<file path="src/tle_pkg.sv">
// Shared constants and types for the terminal line editor.
`timescale 1ns / 1ps

package tle_pkg;

	// editing bytes
	localparam logic [7:0] K_DEL     = 8'h7F;
	localparam logic [7:0] K_BS      = 8'h08;
	localparam logic [7:0] K_KILL    = 8'h15;
	localparam logic [7:0] K_REPRINT = 8'h12;

	// echo bytes
	localparam logic [7:0] CH_BS    = 8'h08;
	localparam logic [7:0] CH_SP    = 8'h20;
	localparam logic [7:0] CH_CARET = 8'h5E;
	localparam logic [7:0] CH_R     = 8'h52;
	localparam logic [7:0] CH_NL    = 8'h0A;

	localparam logic [7:0] END_CHAR_RESET = 8'h0A;

	typedef struct packed {
		logic       wr_en;
		logic       rd_en;
		logic [7:0] wr_data;
	} mem_cmd_t;

endpackage

</file>
<file path="src/tle_line_mem.sv">
// Line store: single-port-write, registered-read byte memory.
`timescale 1ns / 1ps

module tle_line_mem #(
	parameter int DEPTH = 16,
	parameter int AW    = 4
) (
	input  logic              clk,
	input  tle_pkg::mem_cmd_t cmd,
	input  logic [AW-1:0]     waddr,
	input  logic [AW-1:0]     raddr,
	output logic [7:0]        rd_data
);

	logic [7:0] mem_q [DEPTH];
	logic [7:0] rd_data_q;

	always_ff @(posedge clk) begin
		if (cmd.wr_en) begin
			mem_q[waddr] <= cmd.wr_data;
		end
		if (cmd.rd_en) begin
			rd_data_q <= mem_q[raddr];
		end
	end

	assign rd_data = rd_data_q;

endmodule

</file>
<file path="src/tle_ctrl.sv">
// Sequencer: decodes terminal bytes, updates the store and emits echo and line bytes.
`timescale 1ns / 1ps

module tle_ctrl #(
	parameter int LINE_SIZE = 16,
	parameter int AW        = 4,
	parameter int CW        = 5
) (
	input  logic              clk,
	input  logic              arst_n,
	input  logic              in_valid,
	output logic              in_stall,
	input  logic [7:0]        in_byte,
	input  logic [7:0]        end_char,
	output logic              out_valid,
	input  logic              out_stall,
	output logic [7:0]        out_byte,
	output logic              to_terminal,
	output logic              last_of_run,
	output tle_pkg::mem_cmd_t mem_cmd,
	output logic [AW-1:0]     mem_waddr,
	output logic [AW-1:0]     mem_raddr,
	input  logic [7:0]        mem_rdata,
	output logic [CW-1:0]     fill_cnt
);

	localparam logic [2:0] S_IDLE = 3'd0;
	localparam logic [2:0] S_ECHO = 3'd1;
	localparam logic [2:0] S_HDR  = 3'd2;
	localparam logic [2:0] S_RD   = 3'd3;
	localparam logic [2:0] S_PUT  = 3'd4;

	localparam logic [CW-1:0] FULL      = CW'(LINE_SIZE);
	localparam logic [CW-1:0] NEAR_FULL = CW'(LINE_SIZE - 1);
	localparam logic [CW-1:0] ONE       = CW'(1);

	logic [2:0]    state_q, state_d;
	logic [1:0]    phase_q, phase_d;
	logic [CW-1:0] idx_q, idx_d;
	logic [CW-1:0] len_q, len_d;
	logic [CW-1:0] cnt_q, cnt_d;
	logic          kill_q, kill_d;
	logic          deliver_q, deliver_d;
	logic          out_valid_q;
	logic [7:0]    out_byte_q;
	logic          to_terminal_q;
	logic          last_q;

	logic       out_free;
	logic       ld;
	logic [7:0] ld_byte;
	logic       ld_term;
	logic       ld_last;
	logic       grp_last;

	assign out_free = !out_valid_q || !out_stall;
	assign in_stall = (state_q != S_IDLE);

	always_comb begin
		state_d   = state_q;
		phase_d   = phase_q;
		idx_d     = idx_q;
		len_d     = len_q;
		cnt_d     = cnt_q;
		kill_d    = kill_q;
		deliver_d = deliver_q;
		ld        = 1'b0;
		ld_byte   = tle_pkg::CH_BS;
		ld_term   = 1'b1;
		ld_last   = 1'b0;
		grp_last  = !kill_q || (cnt_q == ONE);
		mem_cmd   = '0;
		mem_cmd.wr_data = in_byte;
		mem_waddr = cnt_q[AW-1:0];
		mem_raddr = idx_q[AW-1:0];

		case (state_q)
			S_IDLE: begin
				if (in_valid) begin
					if (in_byte == tle_pkg::K_DEL || in_byte == tle_pkg::K_BS) begin
						if (cnt_q != '0) begin
							kill_d  = 1'b0;
							phase_d = 2'd0;
							state_d = S_ECHO;
						end
					end else if (in_byte == tle_pkg::K_KILL) begin
						if (cnt_q != '0) begin
							kill_d  = 1'b1;
							phase_d = 2'd0;
							state_d = S_ECHO;
						end
					end else if (in_byte == tle_pkg::K_REPRINT) begin
						phase_d   = 2'd0;
						len_d     = cnt_q;
						deliver_d = 1'b0;
						state_d   = S_HDR;
					end else if (in_byte == end_char) begin
						if (cnt_q < FULL) begin
							mem_cmd.wr_en = 1'b1;
							len_d     = cnt_q + ONE;
							cnt_d     = '0;
							idx_d     = '0;
							deliver_d = 1'b1;
							state_d   = S_RD;
						end
					end else if (cnt_q < NEAR_FULL) begin
						mem_cmd.wr_en = 1'b1;
						cnt_d = cnt_q + ONE;
					end
				end
			end
			S_ECHO: begin
				if (out_free) begin
					ld      = 1'b1;
					ld_byte = (phase_q == 2'd1) ? tle_pkg::CH_SP : tle_pkg::CH_BS;
					if (phase_q == 2'd2) begin
						// one erase group done: drop the newest byte
						ld_last = grp_last;
						cnt_d   = cnt_q - ONE;
						phase_d = 2'd0;
						if (grp_last) begin
							state_d = S_IDLE;
						end
					end else begin
						phase_d = phase_q + 2'd1;
					end
				end
			end
			S_HDR: begin
				if (out_free) begin
					ld = 1'b1;
					case (phase_q)
						2'd0:    ld_byte = tle_pkg::CH_CARET;
						2'd1:    ld_byte = tle_pkg::CH_R;
						default: ld_byte = tle_pkg::CH_NL;
					endcase
					if (phase_q == 2'd2) begin
						ld_last = (len_q == '0);
						idx_d   = '0;
						phase_d = 2'd0;
						state_d = (len_q == '0) ? S_IDLE : S_RD;
					end else begin
						phase_d = phase_q + 2'd1;
					end
				end
			end
			S_RD: begin
				mem_cmd.rd_en = 1'b1;
				state_d = S_PUT;
			end
			S_PUT: begin
				if (out_free) begin
					ld      = 1'b1;
					ld_byte = mem_rdata;
					ld_term = !deliver_q;
					ld_last = ((idx_q + ONE) == len_q);
					idx_d   = idx_q + ONE;
					state_d = ld_last ? S_IDLE : S_RD;
				end
			end
			default: begin
				state_d = S_IDLE;
			end
		endcase
	end

	always_ff @(posedge clk or negedge arst_n) begin
		if (!arst_n) begin
			state_q     <= S_IDLE;
			phase_q     <= 2'd0;
			idx_q       <= '0;
			len_q       <= '0;
			cnt_q       <= '0;
			kill_q      <= 1'b0;
			deliver_q   <= 1'b0;
			out_valid_q <= 1'b0;
		end else begin
			state_q   <= state_d;
			phase_q   <= phase_d;
			idx_q     <= idx_d;
			len_q     <= len_d;
			cnt_q     <= cnt_d;
			kill_q    <= kill_d;
			deliver_q <= deliver_d;
			if (ld) begin
				out_valid_q <= 1'b1;
			end else if (!out_stall) begin
				out_valid_q <= 1'b0;
			end
		end
	end

	// hold payload until a new result replaces it
	always_ff @(posedge clk) begin
		if (ld) begin
			out_byte_q    <= ld_byte;
			to_terminal_q <= ld_term;
			last_q        <= ld_last;
		end
	end

	assign out_valid   = out_valid_q;
	assign out_byte    = out_byte_q;
	assign to_terminal = to_terminal_q;
	assign last_of_run = last_q;
	assign fill_cnt    = cnt_q;

endmodule

</file>
<file path="src/terminal_line_editor.sv">
// Top level of the terminal line editor: config register, sequencer and line store.
`timescale 1ns / 1ps

// Usage:
// Input channel (in_valid, in_stall, in_byte) takes one terminal byte per
// transaction; output channel (out_valid, out_stall, out_byte, to_terminal,
// last_of_run) returns echo bytes (to_terminal = 1) and delivered line bytes
// (to_terminal = 0), with last_of_run on the final result of each input byte.
// The config channel (cfg_valid, cfg_ready, end_char) sets the line terminator;
// write it only while the block is idle.
// Results per input byte: an ordinary byte, or an edit on an empty line, gives none;
// erase echoes backspace, space, backspace; kill echoes that group per stored byte;
// reprint echoes ^R and newline, then the stored bytes; end of line delivers the
// stored bytes with the terminator. Stored bytes are read one at a time, S_RD then
// S_PUT, because the line store has one read port with a registered read. in_stall
// stays high until the last result of a byte is loaded into the output register,
// so one result can still wait there while the next byte is taken. A stalled
// receiver freezes the sequencer in any state that loads a result.
// Reset clears the fill count and out_valid and sets end_char to newline;
// the store contents and the output payload are not cleared.

module terminal_line_editor #(
	parameter int LINE_SIZE = 16
) (
	input  logic       clk,
	input  logic       arst_n,
	input  logic       in_valid,
	output logic       in_stall,
	input  logic [7:0] in_byte,
	output logic       out_valid,
	input  logic       out_stall,
	output logic [7:0] out_byte,
	output logic       to_terminal,
	output logic       last_of_run,
	input  logic       cfg_valid,
	output logic       cfg_ready,
	input  logic [7:0] end_char
);

	localparam int AW = (LINE_SIZE > 1) ? $clog2(LINE_SIZE) : 1;
	localparam int CW = $clog2(LINE_SIZE + 1);

	logic [7:0]        end_char_q;
	tle_pkg::mem_cmd_t mem_cmd;
	logic [AW-1:0]     mem_waddr;
	logic [AW-1:0]     mem_raddr;
	logic [7:0]        mem_rdata;
	logic [CW-1:0]     fill_cnt;

	assign cfg_ready = 1'b1;

	always_ff @(posedge clk or negedge arst_n) begin
		if (!arst_n) begin
			end_char_q <= tle_pkg::END_CHAR_RESET;
		end else if (cfg_valid && cfg_ready) begin
			end_char_q <= end_char;
		end
	end

	tle_ctrl #(
		.LINE_SIZE(LINE_SIZE),
		.AW(AW),
		.CW(CW)
	) u_ctrl (
		.clk(clk),
		.arst_n(arst_n),
		.in_valid(in_valid),
		.in_stall(in_stall),
		.in_byte(in_byte),
		.end_char(end_char_q),
		.out_valid(out_valid),
		.out_stall(out_stall),
		.out_byte(out_byte),
		.to_terminal(to_terminal),
		.last_of_run(last_of_run),
		.mem_cmd(mem_cmd),
		.mem_waddr(mem_waddr),
		.mem_raddr(mem_raddr),
		.mem_rdata(mem_rdata),
		.fill_cnt(fill_cnt)
	);

	tle_line_mem #(
		.DEPTH(LINE_SIZE),
		.AW(AW)
	) u_mem (
		.clk(clk),
		.cmd(mem_cmd),
		.waddr(mem_waddr),
		.raddr(mem_raddr),
		.rd_data(mem_rdata)
	);

	a_fill_bound: assert property (@(posedge clk) disable iff (!arst_n)
		fill_cnt <= CW'(LINE_SIZE))
	else $error("fill count above line size");

	// while idle, only the final result of the previous byte may be pending
	a_idle_last: assert property (@(posedge clk) disable iff (!arst_n)
		(!in_stall && out_valid) |-> last_of_run)
	else $error("non-final result pending while accepting input");

	a_deliver_empty: assert property (@(posedge clk) disable iff (!arst_n)
		(in_valid && !in_stall && in_byte == end_char_q
		 && in_byte != tle_pkg::K_DEL && in_byte != tle_pkg::K_BS
		 && in_byte != tle_pkg::K_KILL && in_byte != tle_pkg::K_REPRINT
		 && fill_cnt < CW'(LINE_SIZE)) |=> (fill_cnt == '0))
	else $error("line store not emptied on end of line");

endmodule

</file>
<file path="config.mk">
export PLATFORM = sky130hd
export DESIGN_NAME = terminal_line_editor
export DESIGN_NICKNAME = d
export VERILOG_FILES = /design/src/tle_pkg.sv /design/src/tle_line_mem.sv /design/src/tle_ctrl.sv /design/src/terminal_line_editor.sv
export SDC_FILE = /design/constraint.sdc
export NUM_CORES = 1
export LEC_CHECK = 0
export BUFFER_PORTS_ARGS = -buffer_cell sky130_fd_sc_hd__buf_2
export CORE_AREA = 3 3 138 140
export DETAILED_ROUTE_END_ITERATION = 12
export DIE_AREA = 0 0 141 143
export SLEW_MARGIN = 20
export SYNTH_ARGS = -nofsm -noshare
export SYNTH_HDL_FRONTEND = slang
export SYNTH_SLANG_ARGS = --single-unit
</file>
<file path="constraint.sdc">
create_clock -name clk -period 7.6 [get_ports clk]
set_input_delay 1.52 -clock clk [delete_from_list [all_inputs] [get_ports clk]]
set_output_delay 1.52 -clock clk [all_outputs]
set_load 0.02 [all_outputs]
</file>
==> impl_metrics.toml <==
[worst_setup_path]
worstPathRequired_ps = 7650
critPathLaunchType = "input port"
end_kind = "flip-flop"
worstRegToRegCells = 6
reg2reg_from = "end_char_q[5]$_DFFE_PN0P_"
worstPathMaxFanout = 20
arrival_ps = 4420
rrSetupSlack_ps = 4240
r2r-end = "u_mem.mem_q[2][3]$_DFFE_PP_"
critPathKind = "in2reg"

[min_path]
hold_path_depth = 1
min_path_type = "reg2reg"
min-delay-start = "end_char_q[7]$_DFFE_PN0P_"
hold_end = "end_char_q[7]$_DFFE_PN0P_"

[cts]
h-tree-depth = 4
cts_sinks = 177
cts_root_buf = "clkbuf_16"
ctsResizeCount = 0
clockBufferDepth = 2
cts_buffers = 17
cts_tree = "done"
post-cts-setup-buffer-count = 0
ctsHoldBuffers = 0
clk_latency_ps = 420
clk_pin_slew_worst_paths_ps = 60

[timing]
rsz0062_at_grt = "false"
fin_crit_sh_pct = 57.6
fmax_mhz = 228
setup_tns_ps = 0
relSlewSlack_pct = 45.4
setup_viol = 0
fin_skew_ps = 8.81
drv_slew = 0
fin_crit_ps = 4380
finalHoldViolations = 0
tightest_slew_ps = 815

[floorplanning]
fp-row-count = 49
core_area_um2 = 18000
io_pins = 34
die_area_um2 = 20200
die_x_um = 141
start_util_pct = 43.0
die_height_um = 143

[routing]
ant_nets = 0
dr.first_iter.drc_count = 566
wire_per_inst_um = 21.6
drc_errors = 0
vias_per_cell = 5.73
drt_pass1_iterations = 5
totalWireLength_um = 16400
via_count = 4354

[power]
power_leakage_uw = 0.00299
power.density_nw_per_um2 = 324
peakVddDrop_mv = 0.172

[place]
finalWeightedCongestion = 0.848
port_buffers = 32
dpl.hpwl_um = 11200
placed_area_um2 = 8110

[layout]
final_cell_mix = "edfxtp_1 (146), nor2_1 (43), mux4_2 (40), buf_2 (32), dfrtp_1 (28)"
antenna_cells = 0
multi_input_area_um2 = 2430
fin_area_um2 = 8690
regArea_um2 = 5160
final_util_pct = 48.4
fillers = 1509
drive_above_1_share_pct = 24.3
syn_to_final_growth_pct = 12.6
final_common_cell = "edfxtp_1"
final_nets = 545

[synth]
synth.area.top_cells = "edfxtp_1 (57%), mux4_2 (12%), dfrtp_1 (9.4%)"
yosysTopAreaCell = "edfxtp_1"
syn-cell-area_um2 = 7720
ys_async_sr_fraction_pct = 17.5
synthCells = 486
syn_area_per_cell_um2 = 15.9
synth_seq_cells = 177
synthesis.nets = 513
yosys.area.top_type_share_pct = 56.8
yosysWarnings = 0
synth-edff-count = 146
synth_flop_cell = "edfxtp_1"
seq_area_frac_synth_pct = 66.9
ys_types = 57

[global_route]
grt_first_pass_wirelength_um = 25800
grt-ovfl-total = 0
grt_max_degree = 38
grt_pass1_vias = 4451
antenna_found_initial = 0
track_usage_pct = 17.3

[run_status]
run_status = "finished clean"

[flow_run]
max_cap_viol_count = 0
## final cells by class
class / instances / area share (%)
clock buffer: 18 / 4.94
clock inverter: 14 / 1.77
timing repair buffer: 36 / 2.19
inverter: 10 / 0.432
tap: 229 / 3.30
multi-input combinational: 276 / 28.0
sequential: 177 / 59.4
## sequential cells by signal, indices dropped and copies added, names as in the netlist, 2 cells and up
register	cells
u_mem.rd_data	8
u_ctrl.idx_q	5
u_ctrl.len_q	5
u_ctrl.phase_q	2
end_char_q	8
u_ctrl.state_q	3
u_ctrl.fill_cnt	5
u_ctrl.out_byte	8
u_mem.mem_q	128
## where the power goes
part	switching, uW	total [uW]	internal [uW]
clock network	364	854	490
logic	426	712	286
registers	79.5	1250	1170
total	870	2810	1940
## through the flow
step / setup WS, ps / cells / power [uW] / hold WS, ps
3_3_place_gp: 2900 / 728 / 1970 / 507
4_1_cts: 3180 / 760 / 2840 / 534
3_5_place_dp: 2750 / 728 / 1980 / 519
2_1_floorplan: 3980 / 486 / 1760 / 488
6_report: 3220 / 760 / 2810 / 529
5_1_grt: 2960 / 760 / 2960 / 558
## Yosys cell counts (4+ instances only)
cell type,count
edfxtp_1,146
nor2_1,43
mux4_2,40
dfrtp_1,29
nand2_1,25
a21oi_1,20
clkbuf_1,15
xor2_1,14
nand2b_1,11
mux2_2,10
inv_1,9
nor3_1,9
nand3_1,7
o21ai_0,7
and3_1,6
ha_1,6
nor3b_1,6
o21ai_1,6
xnor2_1,6
o211ai_1,5
a211oi_1,4
buf_2,4
nor4_1,4
## cells by family after synthesis
group | count (synthesis) | share of synthesized area (%)
flops | 177 | 66.9
simple gates | 124 | 8.07
compound gates | 71 | 6.35
mux | 54 | 13.7
buf+inv | 33 | 1.72
xor+xnor | 20 | 2.27
fa+ha+maj | 6 | 0.972
other cells | 1 | 0.0486
## worst max-delay path: stages
cell and delay (ps):
buf_2 360, xor2_1 130, nor4_1 380, nand2_1 360, a2111oi_2 690, nand2_1 280, nor2_1 690
## routing by layer
metal | up-vias | GRT usage, % | wire length, um
li1 | 1968 | - | -
met1 | 2228 | 23.1 | 6990
met2 | 139 | 27.8 | 8150
met3 | 19 | 3.99 | 1010
met4 | 0 | 6.53 | 261
met5 | - | 0 | 0
## worst max-delay path by stage
stage / startpoint / end / slack, ps / cells after the start
6_report: in_byte[7] / u_mem.mem_q[2][3]$_DFFE_PP_ / 3220 / 7
5_1_grt: in_byte[5] / u_mem.mem_q[3][3]$_DFFE_PP_ / 2960 / 7
4_1_cts: in_byte[7] / u_mem.mem_q[3][3]$_DFFE_PP_ / 3180 / 7
3_5_place_dp: in_byte[7] / u_mem.mem_q[3][1]$_DFFE_PP_ / 2750 / 7
3_3_place_gp: in_byte[5] / u_mem.mem_q[1][6]$_DFFE_PP_ / 2900 / 7
2_1_floorplan: in_byte[5] / u_mem.mem_q[11][0]$_DFFE_PP_ / 3980 / 6
Power figures use the tool's default switching activity.
